File: config.mk
export PLATFORM = sky130hd
export DESIGN_NAME = emb_ram
export DESIGN_NICKNAME = d
export VERILOG_FILES = /design/src/rtl/emb_ram.sv
export SDC_FILE = /design/constraint.sdc
export NUM_CORES = 2
export LEC_CHECK = 0
export BUFFER_PORTS_ARGS = -buffer_cell sky130_fd_sc_hd__buf_2
export CAP_MARGIN = 0
export CORE_UTILIZATION = 50
export CTS_BUF_LIST = sky130_fd_sc_hd__clkbuf_4 sky130_fd_sc_hd__clkbuf_8
export DETAILED_ROUTE_END_ITERATION = 7
export PLACE_DENSITY = 0.63
export SYNTH_ARGS = -nofsm -noshare
export SYNTH_HDL_FRONTEND = slang
export SYNTH_SLANG_ARGS = --single-unit
File: constraint.sdc
create_clock -name clk -period 6.05 [get_ports clk]
set_clock_uncertainty 0.2 [all_clocks]
set_input_delay 0.605 -clock clk [delete_from_list [all_inputs] [get_ports clk]]
set_output_delay 0.605 -clock clk [all_outputs]
set_load 0.03 [all_outputs]
File: src/rtl/emb_ram.sv
// ----------------------------------------------------------------------------
// emb_ram: generic simple dual-port RAM
// One write port, one read port, read data registered.
// ----------------------------------------------------------------------------
module emb_ram #(
  parameter int WIDTH = 48,
  parameter int DEPTH = 64
) (
  input  logic                                      clk,
  input  logic                                      we,
  input  logic [(DEPTH > 1 ? $clog2(DEPTH) : 1)-1:0] waddr,
  input  logic [WIDTH-1:0]                          wdata,
  input  logic [(DEPTH > 1 ? $clog2(DEPTH) : 1)-1:0] raddr,
  output logic [WIDTH-1:0]                          rdata
);

  logic [WIDTH-1:0] mem [DEPTH];

  always_ff @(posedge clk) begin
    if (we) begin
      mem[waddr] <= wdata;
    end
    rdata <= mem[raddr];
  end

endmodule

Word level (Yosys, flattened, before mapping):

Memory sizes are Yosys's and may differ from the RTL's. A register that Yosys moved wholly into a read port is not among the register bits.
Cells that the tools add are included.

* flip-flop bits (word level): 0
* RAM bits: 3072
* bits of input ports: 62
* output and inout bits: 48
* logic and storage cells: 3
* memories: 1

* muxes and demuxes: 2

Memory list
* mem: words 64, bits a word 48, rd ports 1, clocked after Yosys merged registers in 1, wr ports 1, RTL line 17 `logic [WIDTH-1:0] mem [DEPTH];`

Operators with widths (count)
* two-way mux 1 bit: 2

Longest topological paths before layout:

* depth after elaboration: 2
* depth in mapped cells: 9
* depth with buffers taken out: 5

Least setup slack after synthesis:

OpenSTA, ideal clock, no wires.

* kind: in2reg
* start: input waddr[3] in the netlist's numbering
* end: memory mem[48][0], enable pin
* library setup time: 0.513 ns
* arrival: 4.377 ns
* required time: 5.337 ns
* setup slack: 0.960 ns
* stages: 4
* buffers on the path: 1
* path through: clkbuf_1 -> nor2b_1 -> nand4b_1 -> nor3_1

RTL lines
* start: declaration: RTL line 11 `input logic [(DEPTH > 1 ? $clog2(DEPTH) : 1)-1:0] waddr,`
* end: declaration: RTL line 17

No word-level cell before the write port.

==> results_dict.tcl <==
set metrics [dict create \
    initial_core_util 0.503 \
    min_period_ns 3.14 \
    yosys_warnings 0 \
    floorplan.die.width_um 486 \
    first_pass_grt_wire_length_um 441000 \
    period_share 0.519 \
    hpwlAfterDp_um 170000 \
    synth_simple_gate_area_frac 0.00957 \
    avgSynthCellArea_sq_um 23.6 \
    postPlaceCellArea_sq_um 122000 \
    design.portCount 110 \
    critPathLaunchType "input pin" \
    chipHeight_um 486 \
    coreArea_sq_um 233000 \
    post_cts_buffers 0 \
    fin_max_slew_vios 0 \
    final_area_sq_um 132000 \
    hp-start "wdata[38]" \
    global_route.overflow_total 0 \
    synth.area.mux_share 0.152 \
    timing.setup.critical_path_class "input pin to flip-flop" \
    relSlewSlack 0.158 \
    layout_cell_share_with_drive_strength_beyond_1 0.327 \
    tightestPinTransition_ns 1.26 \
    design.die.area_sq_um 236000 \
    leakage_power_nw 41.4 \
    synth_seq_cells 3120 \
    worstSetupStartpoint "raddr[4]" \
    netlist_instances 4970 \
    antenna_violations_before_repair 28 \
    grt_pass1_vias 57671 \
    cts_hold_buf 23 \
    timing.rr.start "mem[27][41]" \
    finalWeightedCongestion 0.801 \
    finish.net_count 5560 \
    grt_start_max_net_pins 95 \
    drt_iter0_markers 7733 \
    clock_tree_from_tritoncts "done" \
    root_buffer "sky130_fd_sc_hd__clkbuf_8" \
    max-vdd-ir-drop_uv 240 \
    htreeDepth 5 \
    global_route.usage.total 0.269 \
    cts-buffers-inserted 491 \
    worst_ep_required_time_ns 6.80 \
    first_pass_iters 5 \
    compound_gate_fraction_of_synth_area 0.0302 \
    final_antenna_net_count 0 \
    crit_fanout 23 \
    synth-adder-area-share 0 \
    timing.max_cap.violations 0 \
    viasPerCell 6.38 \
    worst-endpoint-arrival_ns 3.89 \
    xor_and_xnor_area_share_after_synthesis 0 \
    std_cell_rows 177 \
    setup_tns_ns 0 \
    timing.critical_path.slowest_cell_delay_ns 0.91 \
    synth_top_family_by_area "multiplexers" \
    netlist-cell-type-count 36 \
    drc_errors 0 \
    cts_num_sinks 3120 \
    io_buffer_count 109 \
    cts_resized 0 \
    slowest_stage "sky130_fd_sc_hd__nand2_2" \
    cts_max_path_buffers 4 \
    crit_chain "dlygate4sd3_1 -> buf_2 -> buf_4 -> nand2_2 -> buf_4 -> o221ai_1 -> a21oi_1 -> a21oi_1 -> a221oi_1" \
    hold_violations_final 0 \
    clk-insertion-delay-late_ns 1.14 \
    crit_path_end_kind "flip-flop" \
    route.detailed.wl_per_inst_um 35.0 \
    synth_fp_nets 5032 \
    cts.clk_slew.worst_paths_ns 0.07 \
    setup_viol 0 \
    vias 57593 \
    worst_hold_path_type "input pin to flip-flop" \
    post_synth_instance_area_sq_um 117000 \
    route.final.wire_length_um 316000 \
    area_growth_syn_to_layout_pct 13.0 \
    powerDensity_nw_per_um2 330 \
    status "finished, final reports clean" \
    ys_seq_area_frac 0.796 \
    rsz0062_at_grt "false" \
    max_freq_mhz 319 \
]
[flip-flops by register name, indices dropped and copies added (netlist names)]
name,count
rdata,48
mem,3072
[power by group]
group          leakage, nW  internal (mW)  switching (mW)
combinational         8.24          0.759            1.39
sequential            28.0           23.9           0.115
clock                 5.10           9.41            7.97
total                 41.4           34.1            9.48
[placed cells by master, fill, tap and decap left out, drive strengths merged, types with 28 or more instances in the layout]
| master | synthesis | final |
|---|---|---|
| a211oi | 32 | 32 |
| a21oi | 74 | 74 |
| a221oi | 83 | 83 |
| a22o | 57 | 57 |
| a22oi | 72 | 72 |
| buf | 183 | 294 |
| clkbuf | 99 | 721 |
| clkinv | 0 | 139 |
| dfxtp | 48 | 48 |
| edfxtp | 3072 | 3072 |
| mux2i | 63 | 63 |
| mux4 | 754 | 754 |
| nand2 | 55 | 55 |
| nor2 | 132 | 132 |
| o221ai | 28 | 28 |
| o22ai | 122 | 122 |
[stage by stage]
stage | total power, mW | cells | hold slack (ns) | utilization | setup slack (ns)
2_1_floorplan | 25.7 | 4970 | 0.504 | - | 0.960
3_3_place_gp | 26.6 | 8113 | 0.565 | 0.526 | 1.86
3_5_place_dp | 26.7 | 8113 | 0.595 | 0.526 | 1.85
4_1_cts | 43.8 | 9009 | 0.00122 | 0.568 | 2.95
5_1_grt | 44.8 | 9019 | 0.0541 | 0.568 | 2.96
6_report | 43.6 | 9026 | 0.0609 | 0.568 | 2.91
[final cells by class]
type,count,area [sq um]
Fill cell,16898,100000
Sequential cell,3120,93200
Multi-Input combinational cell,1568,22900
Clock buffer,721,8720
Tap cell,3132,3920
Timing Repair Buffer,317,2650
Clock inverter,152,825
Antenna cell,16,40.0
[logic make-up after synthesis]
group | Yosys count
and+or+nand+nor | 253
muxes | 829
DFF | 3120
buffers and inverters | 282
AOI/OAI and AO/OA | 486
[Yosys cell counts]
cell type / n / area share
sky130_fd_sc_hd__a211oi_1: 32 / 0.0021
sky130_fd_sc_hd__a21oi_1: 74 / 0.0032
sky130_fd_sc_hd__a221oi_1: 83 / 0.0062
sky130_fd_sc_hd__a22o_1: 57 / 0.0043
sky130_fd_sc_hd__a22oi_1: 72 / 0.0046
sky130_fd_sc_hd__a311o_1: 1 / 0.000085
sky130_fd_sc_hd__a311oi_1: 11 / 0.00082
sky130_fd_sc_hd__a31o_2: 5 / 0.00037
sky130_fd_sc_hd__a31oi_1: 1 / 0.000053
sky130_fd_sc_hd__and2_1: 3 / 0.00016
sky130_fd_sc_hd__and3_1: 1 / 0.000053
sky130_fd_sc_hd__buf_1: 12 / 0.00038
sky130_fd_sc_hd__buf_2: 98 / 0.0042
sky130_fd_sc_hd__buf_4: 62 / 0.0040
sky130_fd_sc_hd__buf_6: 11 / 0.0011
sky130_fd_sc_hd__clkbuf_1: 98 / 0.0031
sky130_fd_sc_hd__clkbuf_2: 1 / 0.000043
sky130_fd_sc_hd__dfxtp_1: 48 / 0.0082
sky130_fd_sc_hd__edfxtp_1: 3072 / 0.79
sky130_fd_sc_hd__mux2_2: 12 / 0.0012
sky130_fd_sc_hd__mux2i_1: 63 / 0.0054
sky130_fd_sc_hd__mux4_2: 754 / 0.14
sky130_fd_sc_hd__nand2_1: 55 / 0.0018
sky130_fd_sc_hd__nand2b_1: 10 / 0.00053
sky130_fd_sc_hd__nand3_1: 7 / 0.00030
sky130_fd_sc_hd__nand3b_1: 5 / 0.00032
sky130_fd_sc_hd__nand4_1: 2 / 0.00011
sky130_fd_sc_hd__nand4b_1: 1 / 0.000075
sky130_fd_sc_hd__nor2_1: 132 / 0.0042
sky130_fd_sc_hd__nor2b_1: 24 / 0.0013
sky130_fd_sc_hd__nor3_1: 3 / 0.00013
sky130_fd_sc_hd__o221ai_1: 28 / 0.0021
sky130_fd_sc_hd__o22ai_1: 122 / 0.0065
sky130_fd_sc_hd__or2_2: 3 / 0.00016
sky130_fd_sc_hd__or3_1: 3 / 0.00016
sky130_fd_sc_hd__or3b_2: 4 / 0.00030
[path summary, 6_finish.rpt]
kind | end | cells after the start | slack [ns]
max | rdata[17] | 9 | 2.91
min | mem[48][38] | 1 | 0.06
min reg2reg | rdata[36] | 4 | 0.59
max reg2reg | rdata[41] | 4 | 3.46
[worst max-delay path, delay by kind of cell]
| kind | cells | cell delay, ns |
|---|---|---|
| buffers and inverters | 4 | 1.34 |
| AO/OA/AOI/OAI | 4 | 0.97 |
| AND/OR/NAND/NOR | 1 | 0.91 |
[routing by layer]
| layer | wire length (um) | up-vias | track usage |
|---|---|---|---|
| met3 | 31400 | 596 | 0.0573 |
| met1 | 124000 | 31144 | 0.383 |
| met2 | 150000 | 3160 | 0.419 |
| met5 | 126 | - | 0 |
| li1 | - | 22675 | - |
| met4 | 9740 | 18 | 0.0867 |
(Power assumes the default switching activity.)
