`src/rtl/emb_pkg.sv`:
```
// ----------------------------------------------------------------------------
// emb_pkg: shared types and codes for the extent map block translator
// Transaction payloads, function codes, register indexes and ALU controls.
// ----------------------------------------------------------------------------
package emb_pkg;

  typedef enum logic [1:0] {
    FUNC_WR_EXTENT = 2'd0,
    FUNC_WR_HOLE   = 2'd1,
    FUNC_LOG2PHYS  = 2'd2,
    FUNC_PHYS2LOG  = 2'd3
  } func_t;

  // register index as seen in paddr[2]
  localparam logic REG_EXTENTS_IN_USE = 1'b0;
  localparam logic REG_HOLES_IN_USE   = 1'b1;

  localparam int CFG_ADDR_BITS = 3;
  localparam int CFG_DATA_BITS = 32;
  localparam int CNT_REG_BITS  = 7;

  typedef enum logic {
    ALU_ADD = 1'b0,
    ALU_SUB = 1'b1
  } alu_op_t;

  typedef struct packed {
    logic lt;
    logic eq;
  } cmp_flags_t;

  typedef struct packed {
    func_t       func;
    logic [5:0]  entry_index;
    logic [47:0] extent_logical_start;
    logic [47:0] extent_physical_start;
    logic [47:0] extent_physical_end;
    logic [47:0] hole_start;
    logic [47:0] hole_length;
    logic [47:0] query_block;
  } in_item_t;

  typedef struct packed {
    logic [47:0] result_block;
    logic [5:0]  extent_found_index;
    logic        in_hole;
    logic        not_found;
  } out_item_t;

endpackage

```
`src/rtl/emb_alu.sv`:
```
// ----------------------------------------------------------------------------
// emb_alu: shared add/subtract and compare unit
// One wide adder (borrow gives unsigned a < b) and one magnitude comparator.
// ----------------------------------------------------------------------------
module emb_alu import emb_pkg::*; #(
  parameter int W = 48
) (
  input  alu_op_t     add_op,
  input  logic [W-1:0] add_a,
  input  logic [W-1:0] add_b,
  output logic [W-1:0] add_y,
  output logic         add_borrow,
  input  logic [W-1:0] cmp_a,
  input  logic [W-1:0] cmp_b,
  output cmp_flags_t   cmp
);

  logic         sub;
  logic [W:0]   sum;

  assign sub = (add_op == ALU_SUB);
  // subtract as a + ~b + 1; carry out low means borrow
  assign sum = {1'b0, add_a} + {1'b0, add_b ^ {W{sub}}} + {{W{1'b0}}, sub};
  assign add_y      = sum[W-1:0];
  assign add_borrow = sub & ~sum[W];

  assign cmp.lt = (cmp_a < cmp_b);
  assign cmp.eq = (cmp_a == cmp_b);

endmodule

```
`config.mk`:
```
export PLATFORM = sky130hd
export DESIGN_NAME = emb_alu
export DESIGN_NICKNAME = d
export VERILOG_FILES = /design/src/rtl/emb_pkg.sv /design/src/rtl/emb_alu.sv
export SDC_FILE = /design/constraint.sdc
export NUM_CORES = 1
export LEC_CHECK = 0
export ABC_AREA = 1
export BUFFER_PORTS_ARGS = -buffer_cell sky130_fd_sc_hd__buf_2
export CAP_MARGIN = 15
export CORE_MARGIN = 2
export CORE_UTILIZATION = 56
export DETAILED_ROUTE_END_ITERATION = 8
export PLACE_DENSITY_LB_ADDON = 0.05
export SLEW_MARGIN = 20
export SYNTH_ARGS = -nofsm -noshare
export SYNTH_HDL_FRONTEND = slang
export SYNTH_SLANG_ARGS = --single-unit
```
`constraint.sdc`:
```
create_clock -name vclk -period 7.6
set_input_delay 1.14 -clock vclk [all_inputs]
set_output_delay 1.14 -clock vclk [all_outputs]
set_load 0.05 [all_outputs]
```
### Word level (Yosys, flattened, before mapping)

Index checks and enable logic that the tools add are counted.

* register bits after elaboration: 0
* input port bits: 193
* word-level logic and storage cells: 7

* add/sub/neg operators: 2
* $lt $le $gt $ge: 1
* eq/ne operators: 1
* bitwise logic cells: 3

Operator list (count)
* adder 48 x 48 -> 49 bit: 1
* adder 49 x 1 -> 49 bit: 1
* equality test 48 bit: 1
* less-than comparator 48 bit: 1
* XOR 48 bit: 1
* bitwise AND 1 bit: 1
* NOT 1 bit: 1

### Longest topological paths before layout

Gate-level depths: netlist (run 1).

* depth in word-level cells: 5
* gate-level depth with buffers: 16
* depth with buffers taken out: 16

### Least setup slack after synthesis (run 1)

No wires, ideal clock.

* kind: in2out
* start: in add_op
* end: out add_borrow
* data arrival time: 3557 ps
* required time: 6460 ps
* slack: 2903 ps
* cell stages on the path: 14
* path through: buf_2 buf_2 xor2_1 ha_1 nand2_1 inv_1 nand2_1 nand2_1 inv_1 nand2_1 o21bai_2 nand2_1 nand2_1 a21oi_1

* longest elaborated chain between the ends: 5

Ends and longest elaborated chain
* start, declared: line emb_alu.sv:8 `input alu_op_t add_op,`
* XOR 48 bit: line emb_alu.sv:23 `assign sum = {1'b0, add_a} + {1'b0, add_b ^ {W{sub}}} + {{W{1'b0}}, sub};`
* adder 48 x 48 -> 49 bit: line emb_alu.sv:23
* adder 49 x 1 -> 49 bit: line emb_alu.sv:23
* NOT 1 bit: line emb_alu.sv:25 `assign add_borrow = sub & ~sum[W];`
* bitwise AND 1 bit (*): line emb_alu.sv:25
* end, declared: line emb_alu.sv:12 `output logic add_borrow,`

Mark *: on every way between the ends. The rest lies on a longest branch, timed or not.

### Worst setup path in the final report (run 1)

* start: in add_op
* end: out add_y[44]

* longest elaborated chain between the ends: 3

Ends and longest elaborated chain
* XOR 48 bit: line emb_alu.sv:23
* adder 48 x 48 -> 49 bit: line emb_alu.sv:23
* adder 49 x 1 -> 49 bit (*): line emb_alu.sv:23
* end, declared: line emb_alu.sv:11 `output logic [W-1:0] add_y,`

Marked as above.

==> impl_metrics.tcl, run 1 <==
set metrics [dict create \
    status "finished clean" \
    dr.first_iter.drc_count 448 \
    ys_seq_area_share_pct 0 \
    detail-route-antenna-nets 0 \
    dr.pass1.iters 5 \
    fp-row-count 37 \
    cts_resized 0 \
    grt_remaining_overflow 0 \
    synth_area_per_cell_um2 5.32 \
    timing.critical_path.buf_inv 3 \
    power_density_nw_per_um2 135 \
    track_usage_pct 31.4 \
    critical_path.endpoint_type "primary output" \
    placeableCoreArea_um2 10300 \
    grt_pass1_vias 6898 \
    insertedDiodeCount 0 \
    vdd.ir_drop.worst_v 0.000114 \
    mappedNetlistArea_um2 5920 \
    global_route_wire_length_before_repair_um 29600 \
    boundary_pin_count 244 \
    vias 7344 \
    power_switching_share_pct 71.2 \
    critical_path.slowest_cell "sky130_fd_sc_hd__buf_4" \
    nets 1648 \
    detail_route.wirelength_um 18400 \
    sequentialPowerShare_pct 0 \
    main_combinational_cell_family_by_area_after_synthesis "simple AND/OR/NAND/NOR gates" \
    final_cell_count_no_fill 1489 \
    timing_worst_setup_path_type "in2out" \
    finalWeightedCongestion 1.06 \
    drt-wirelength-per-cell_um 12.4 \
    cap_viol_max_count 0 \
    setup_viol_count_final 0 \
    p_sw_mw 0.703 \
    xor_and_xnor_fraction_of_the_mapped_netlist_area_pct 11.1 \
    drcViolationCount 0 \
    period_needed_ns 5.24 \
    critPathTopFamily "buffers and inverters" \
    postPlaceCellArea_um2 7290 \
    clock_share_of_power_pct 0 \
    ys_types 33 \
    critical_path.cell_chain "buf_2 > buf_4 > xor2_1 > ha_1 > nand4_1 > nor2_1 > nand2_1 > nor3_2 > nand2_1 > nand3_1 > nand2_1 > nand2_1 > buf_2" \
    floorplan.initialDensity_pct 57.6 \
    ctsHoldBuffers 0 \
    final.setup.tns_ns 0 \
    fmax_mhz 191 \
    flops_and_latches 0 \
    final-hold-violation-count 0 \
    worstPathMaxFanout 30 \
    setup.worst_path.start_class "input pin" \
    clock_buffer_count 0 \
    area_growth_from_synthesis_to_layout_pct 23.2 \
    post_synth_mux_area_share_pct 0 \
    intPower_mw 0.285 \
    synth.net_count 1406 \
    max-slew-margin-rel_pct 65.4 \
    final_min_period_over_clock_period_pct 69.0 \
    unrepaired_setup_endpoints_after_global_routing "no" \
    total_power_mw 0.987 \
    drt-vias-per-instance 4.93 \
    pin_slew_with_the_least_headroom_to_its_limit_ns 0.514 \
    worst-endpoint-required_ns 6.46 \
    yosysWarnings 0 \
    timing.critical_path.arrival_ns 4.10 \
    hp-class "in2out" \
    combPwrFrac_pct 100.0 \
    design_area_um2 7290 \
    drv_slew 0 \
    post-cts-setup-buffers 0 \
    chipWidth_um 107 \
    post_synth_and_or_nand_nor_area_fraction_pct 42.1 \
    pin_count_of_the_biggest_net_entering_global_routing 31 \
    initial_antenna_violation_count 0 \
    fp.dieArea_um2 11400 \
    total_leakage_power_nw 4.81 \
    seq_area_um2 0 \
    syn-instance-count 1113 \
    placed_cells 1489 \
    place.detailed.hpwl_um 16900 \
    final_layout_size_suffix_gt1_share_pct 23.0 \
    share_of_the_synthesized_area_in_compound_gates_ao_oa_aoi_oai_pct 8.54 \
    worst_path_most_repeated_cell "sky130_fd_sc_hd__nand2_1" \
    synth-adder-area-share_pct 21.3 \
    critPathMaxStageDelay_ns 0.54 \
    port_buffers 244 \
    dieHeight_um 107 \
    hold_ws_ns 2.68 \
]
[final cells by class]
cell class                 count  area (um^2)
multi-input combinational    846         4910
tap                          136          170
inverter                     262          983
timing repair buffer         245         1230
fill                        1005         2990
[power by group through the flow]
stage,logic [mW],clock network [mW],registers (mW)
after floorplan,0.728,0,0
after global placement,0.973,0,0
after detailed placement,0.980,0,0
after CTS,0.984,0,0
after global routing,1.07,0,0
final,0.987,0,0
[synth_stat cells (all sizes together)]
master / instances / area (um^2)
a31oi: 1 / 6.26
a21o: 2 / 15.0
or2: 1 / 6.26
nor4: 2 / 12.5
buf: 5 / 25.0
and2: 1 / 6.26
clkinv: 1 / 3.75
o21bai: 6 / 48.8
fa: 1 / 20.0
o211ai: 1 / 7.51
a211oi: 1 / 7.51
xnor2: 8 / 70.1
o21a: 2 / 15.0
o21ai: 16 / 80.1
a21oi: 65 / 325
nor3: 14 / 105
nor2: 93 / 424
inv: 261 / 980
nand2: 403 / 1560
nand3: 41 / 210
nand3b: 6 / 61.3
nand4: 16 / 100
ha: 99 / 1240
xor2: 67 / 587
[layer usage]
layer  wire [um]  up-vias  global-route usage (%)  share of wire [%]
met3        1490       48                    3.04                8.1
met1        7770     3111                    38.7                 42
met5           0        -                       0                  0
li1            -     3871                       -                  -
met2        8530      314                    56.8                 46
met4         621        0                    10.9                3.4
[placed cells by master, fill, tap and decap left out, drive strengths merged]
cell type  netlist  final
xnor2            8      8
nor2            93     93
o21bai           6      6
nand4           16     16
clkinv           1      1
buf              5    245
and2             1      1
a21o             2      2
o211ai           1      1
nor4             2      2
nand2          403    403
ha              99     99
xor2            67     67
a31oi            1      1
fa               1      1
or2              1      1
inv            261    261
nor3            14     14
a211oi           1      1
o21ai           16     16
o21a             2      2
nand3           41     41
nand3b           6      6
a21oi           65     65
[final timing paths]
path / startpoint / end / slack [ns] / depth (start not counted)
worst max-delay path: add_op / add_y[44] / 2.36 / 13
worst min-delay path: add_a[0] / add_y[0] / 2.68 / 4
[kinds of logic after synthesis]
logic type                 count (synthesis)
AOI/OAI and AO/OA                         94
xor gates and xnor gates                  75
adders and majority gates                100
buffers and inverters                    267
and+or+nand+nor                          577
[metrics by stage]
step | setup slack [ns] | utilization, %
finish | 2.36 | 71.0
global route | 2.18 | 71.0
CTS | 2.44 | 71.0
detailed placement | 2.44 | 71.0
global placement | 2.47 | 71.0
floorplan | 2.90 | -
(Power assumes the default switching activity.)
==> inputs of run 2 (changes only) <==
--- a/config.mk
+++ b/config.mk
@@ -9,7 +9,7 @@
 export BUFFER_PORTS_ARGS = -buffer_cell sky130_fd_sc_hd__buf_2
 export CAP_MARGIN = 15
 export CORE_MARGIN = 2
-export CORE_UTILIZATION = 56
+export CORE_UTILIZATION = 47
 export DETAILED_ROUTE_END_ITERATION = 8
 export PLACE_DENSITY_LB_ADDON = 0.05
 export SLEW_MARGIN = 20
==> constraint.sdc (replaced) <==
create_clock -name vclk -period 4.5
set_input_delay 0.675 -clock vclk [all_inputs]
set_output_delay 0.675 -clock vclk [all_outputs]
set_load 0.05 [all_outputs]
==> run 2 against run 1 <==
Net effect:
- design area grew 0.72%
- first-iteration DRC count shrank 13%
- setup slack lost 1.7 ns
- flip-flop and latch count is the same
- total power grew 70%
==> impl_metrics.tcl, run 2 (synthesized netlist as in run 1, its figures left out) <==
set metrics [dict create \
    status "finished clean" \
    seq_area_um2 0 \
    cts_resized 0 \
    floorplan.initialDensity_pct 48.7 \
    grt_remaining_overflow 0 \
    drv_slew 0 \
    global_route_wire_length_before_repair_um 30400 \
    nets 1648 \
    port_buffers 244 \
    insertedDiodeCount 0 \
    place.detailed.hpwl_um 17700 \
    power_switching_share_pct 71.3 \
    power_density_nw_per_um2 229 \
    sequentialPowerShare_pct 0 \
    timing_worst_setup_path_type "in2out" \
    whs_path_depth 4 \
    most-common-layout-cells "sky130_fd_sc_hd__nand2_1, sky130_fd_sc_hd__inv_1, sky130_fd_sc_hd__buf_2, sky130_fd_sc_hd__ha_1, sky130_fd_sc_hd__nor2_1" \
    setup_viol_count_final 0 \
    final.setup.tns_ns 0 \
    dr.pass1.iters 5 \
    fp.dieArea_um2 13500 \
    initial_antenna_violation_count 1 \
    post-cts-setup-buffers 0 \
    boundary_pin_count 244 \
    dieHeight_um 116 \
    max-slew-margin-rel_pct 58.5 \
    p_sw_mw 1.20 \
    final-hold-violation-count 0 \
    fmax_mhz 261 \
    vdd.ir_drop.worst_v 0.000176 \
    drt-vias-per-instance 4.72 \
    placeableCoreArea_um2 12200 \
    holdCritStartpoint "add_a[0]" \
    unrepaired_setup_endpoints_after_global_routing "no" \
    detail_route.wirelength_um 19300 \
    intPower_mw 0.483 \
    area_growth_from_synthesis_to_layout_pct 24.1 \
    postLayoutSetupSlackWorst_ns 0.666 \
    total_leakage_power_nw 4.81 \
    timing.critical_path.arrival_ns 3.16 \
    worstPathMaxFanout 40 \
    detail-route-antenna-nets 0 \
    pin_slew_with_the_least_headroom_to_its_limit_ns 0.619 \
    pin_count_of_the_biggest_net_entering_global_routing 41 \
    cap_viol_max_count 0 \
    drcViolationCount 0 \
    chipWidth_um 116 \
    dr.first_iter.drc_count 392 \
    ctsHoldBuffers 0 \
    combPwrFrac_pct 100.0 \
    flops_and_latches 0 \
    finalWeightedCongestion 0.984 \
    hp-class "in2out" \
    worst-endpoint-required_ns 3.83 \
    fp-row-count 40 \
    setup.worst_path.start_class "input pin" \
    final_min_period_over_clock_period_pct 85.2 \
    post-place-ws_ns 0.677 \
    track_usage_pct 28.0 \
    critical_path.endpoint_type "primary output" \
    clock_buffer_count 0 \
    utilization_pct 60.4 \
    grt_pass1_vias 6722 \
    mostFrequentLayoutCell "sky130_fd_sc_hd__nand2_1" \
    drt-wirelength-per-cell_um 12.7 \
    clock_share_of_power_pct 0 \
    period_needed_ns 3.83 \
    final_layout_size_suffix_gt1_share_pct 23.0 \
    min_delay_worst_endpoint "add_y[0]" \
    vias 7186 \
]
## run 2: changes by cell type in the layout (fill, tap and decap cells not counted)
cell / change
sky130_fd_sc_hd__buf_4: -1
sky130_fd_sc_hd__buf_12: +1
## run 2: how the worst max path moves through the flow
stage	from	endpoint	slack (ns)	cells past startpoint
CTS	add_op	add_y[40]	0.67	15
floorplan	add_op	add_borrow	0.73	14
finish	add_op	add_borrow	0.67	12
detailed placement	add_op	add_y[40]	0.68	15
global placement	add_op	add_y[40]	0.66	15
global route	add_op	add_borrow	0.44	12
## run 2: area by class of cell
cell class	instances	area, um^2
inverters	262	983
fillers	1342	4820
repair buffers	245	1240
multi-input cells	846	4910
well taps	168	210
## run 2: worst max-delay path, stage by stage
cell                      delay (ns)
sky130_fd_sc_hd__buf_2          0.24
sky130_fd_sc_hd__buf_12         0.31
sky130_fd_sc_hd__xor2_1         0.26
sky130_fd_sc_hd__ha_1           0.31
sky130_fd_sc_hd__nand2_1        0.11
sky130_fd_sc_hd__inv_1          0.07
sky130_fd_sc_hd__a21oi_1        0.21
sky130_fd_sc_hd__o21ai_0        0.16
sky130_fd_sc_hd__a21oi_1        0.26
sky130_fd_sc_hd__nand2_1        0.12
sky130_fd_sc_hd__a21oi_1        0.14
sky130_fd_sc_hd__buf_2          0.28
## run 2: stage by stage
stage	instance area, um^2	hold WS (ns)	power (mW)	cells
2_1_floorplan	5920	1.67	1.23	1113
5_1_grt	7340	1.76	1.84	1521
3_5_place_dp	7340	1.75	1.68	1521
3_3_place_gp	7340	1.75	1.68	1521
6_report	7340	1.75	1.68	1521
4_1_cts	7340	1.75	1.68	1521
## run 2: per-layer routing
metal	up-vias	wire (um)	global-route usage (%)
li1	3865	-	-
met1	3026	8430	35.5
met2	265	9030	51.7
met3	28	1450	2.59
met4	2	363	5.32
met5	-	12	0
## run 2: power by group through the flow
stage / sequential, mW / combinational (mW) / clock, mW
floorplan: 0 / 1.23 / 0
global route: 0 / 1.84 / 0
CTS: 0 / 1.68 / 0
finish: 0 / 1.68 / 0
global placement: 0 / 1.68 / 0
detailed placement: 0 / 1.68 / 0
==> inputs of run 3 (changes only) <==
--- a/config.mk
+++ b/config.mk
@@ -11,7 +11,7 @@
 export CORE_MARGIN = 2
 export CORE_UTILIZATION = 47
 export DETAILED_ROUTE_END_ITERATION = 8
-export PLACE_DENSITY_LB_ADDON = 0.05
+export PLACE_DENSITY = 0.87
 export SLEW_MARGIN = 20
 export SYNTH_ARGS = -nofsm -noshare
 export SYNTH_HDL_FRONTEND = slang
==> run 3 against run 2 <==
Net effect:
- global-route usage grew 0.99 points
- routed wire length increased by 4.1%
- design area grew 0.10%
- utilization up 0.062 points
- critical path depth increased by 7
- combinational power hardly changed
- die area unchanged
- first-iteration DRC count grew 28%
- setup slack gained 0.023 ns
- via count rose by 3.7%
- non-clock buffer count increased by 1
==> impl_metrics.tcl, run 3 (synthesized netlist as in run 1, its figures left out) <==
set metrics [dict create \
    cap_viol_max_count 0 \
    setup.worst_path.start_class "input pin" \
    unrepaired_setup_endpoints_after_global_routing "no" \
    chipWidth_um 116 \
    power_density_nw_per_um2 231 \
    insertedDiodeCount 0 \
    critPathMaxStageDelay_ns 0.40 \
    final_min_period_over_clock_period_pct 84.7 \
    area_growth_from_synthesis_to_layout_pct 24.2 \
    most-common-layout-cells "sky130_fd_sc_hd__nand2_1, sky130_fd_sc_hd__inv_1, sky130_fd_sc_hd__buf_2, sky130_fd_sc_hd__ha_1, sky130_fd_sc_hd__nor2_1" \
    critPathTopFamily "simple AND/OR/NAND/NOR gates" \
    final.setup.tns_ns 0 \
    fillerInstances 1280 \
    mostFrequentLayoutCell "sky130_fd_sc_hd__nand2_1" \
    detail-route-antenna-nets 0 \
    final-hold-violation-count 0 \
    flops_and_latches 0 \
    final_layout_size_suffix_gt1_share_pct 23.0 \
    hp-class "in2out" \
    finalWeightedCongestion 1.07 \
    place.detailed.hpwl_um 18300 \
    ctsHoldBuffers 0 \
    pin_count_of_the_biggest_net_entering_global_routing 31 \
    vdd.ir_drop.worst_v 0.000159 \
    grt_pass1_vias 7024 \
    total_leakage_power_nw 4.82 \
    post-cts-setup-buffers 0 \
    setup_viol_count_final 0 \
    detail_route.wirelength_um 20100 \
    startpoint "add_op" \
    grt_remaining_overflow 0 \
    worst_path_most_repeated_cell "sky130_fd_sc_hd__nand2_1" \
    placeableCoreArea_um2 12200 \
    floorplan.initialDensity_pct 48.7 \
    drt-wirelength-per-cell_um 13.2 \
    initial_antenna_violation_count 0 \
    nets 1649 \
    drt-vias-per-instance 4.90 \
    clock_buffer_count 0 \
    dieHeight_um 116 \
    fp.dieArea_um2 13500 \
    timing.critical_path.buf_inv 6 \
    critical_path.cell_chain "buf_2 > buf_12 > inv_2 > nand2_1 > and2_1 > inv_1 > fa_1 > inv_1 > nand3_1 > nand2_2 > nand2_1 > nand2_2 > nand2_1 > nand2_1 > nand2_1 > nand3_1 > nand2_1 > nand2_1 > buf_2" \
    dr.pass1.iters 5 \
    fmax_mhz 262 \
    seq_area_um2 0 \
    port_buffers 244 \
    drv_slew 0 \
    cp.depth 19 \
    worstPathMaxFanout 30 \
    period_needed_ns 3.81 \
    critPathCapture "add_y[44]" \
    pin_slew_with_the_least_headroom_to_its_limit_ns 0.446 \
    max-slew-margin-rel_pct 70.1 \
    global_route_wire_length_before_repair_um 31600 \
    timing.critical_path.arrival_ns 3.14 \
    dr.first_iter.drc_count 503 \
    critical_path.endpoint_type "primary output" \
    track_usage_pct 28.9 \
    drcViolationCount 0 \
    timing_worst_setup_path_type "in2out" \
    cts_resized 0 \
    utilization_pct 60.5 \
    vias 7451 \
    critical_path.slowest_cell "sky130_fd_sc_hd__fa_1" \
    fp-row-count 40 \
    worst-endpoint-required_ns 3.83 \
    boundary_pin_count 244 \
    status "finished clean" \
]
run 3: final cells by class:
| class | instances | area (um^2) | area share (%) |
|---|---|---|---|
| inverters | 262 | 983 | 13.4 |
| multi-input cells | 846 | 4910 | 66.8 |
| well taps | 168 | 210 | 2.86 |
| repair buffers | 246 | 1250 | 17.0 |
run 3: worst min-delay path by stage:
| stage | cells past startpoint | endpoint | from |
|---|---|---|---|
| 6_report | 4 | add_y[0] | add_a[0] |
| 5_1_grt | 4 | add_y[0] | add_a[0] |
| 4_1_cts | 4 | add_y[0] | add_a[0] |
| 3_5_place_dp | 4 | add_y[0] | add_a[0] |
| 3_3_place_gp | 4 | add_y[0] | add_a[0] |
| 2_1_floorplan | 4 | add_borrow | add_op |
run 3: where the power goes:
| group | internal (mW) | switching, mW | leakage, nW |
|---|---|---|---|
| combinational | 0.484 | 1.21 | 4.82 |
| sequential | 0 | 0 | 0 |
| clock | 0 | 0 | 0 |
| total | 0.484 | 1.21 | 4.82 |
run 3: per-layer routing:
| layer | share of wire (%) | wire [um] | global-route usage, % |
|---|---|---|---|
| met1 | 42 | 8500 | 36.3 |
| met2 | 49 | 9750 | 53.9 |
| met3 | 7.0 | 1410 | 2.34 |
| met4 | 2.2 | 433 | 6.35 |
| met5 | 0 | 0 | 0 |
run 3: stage by stage:
step | instance area (um^2) | std cells | setup WS, ns | hold WS (ns) | power [mW]
after floorplan | 5920 | 1113 | 0.733 | 1.67 | 1.23
after global placement | 7350 | 1522 | 0.746 | 1.75 | 1.67
after detailed placement | 7350 | 1522 | 0.704 | 1.75 | 1.68
after CTS | 7350 | 1522 | 0.702 | 1.75 | 1.68
after global routing | 7350 | 1522 | 0.452 | 1.79 | 1.84
final | 7350 | 1522 | 0.689 | 1.75 | 1.70
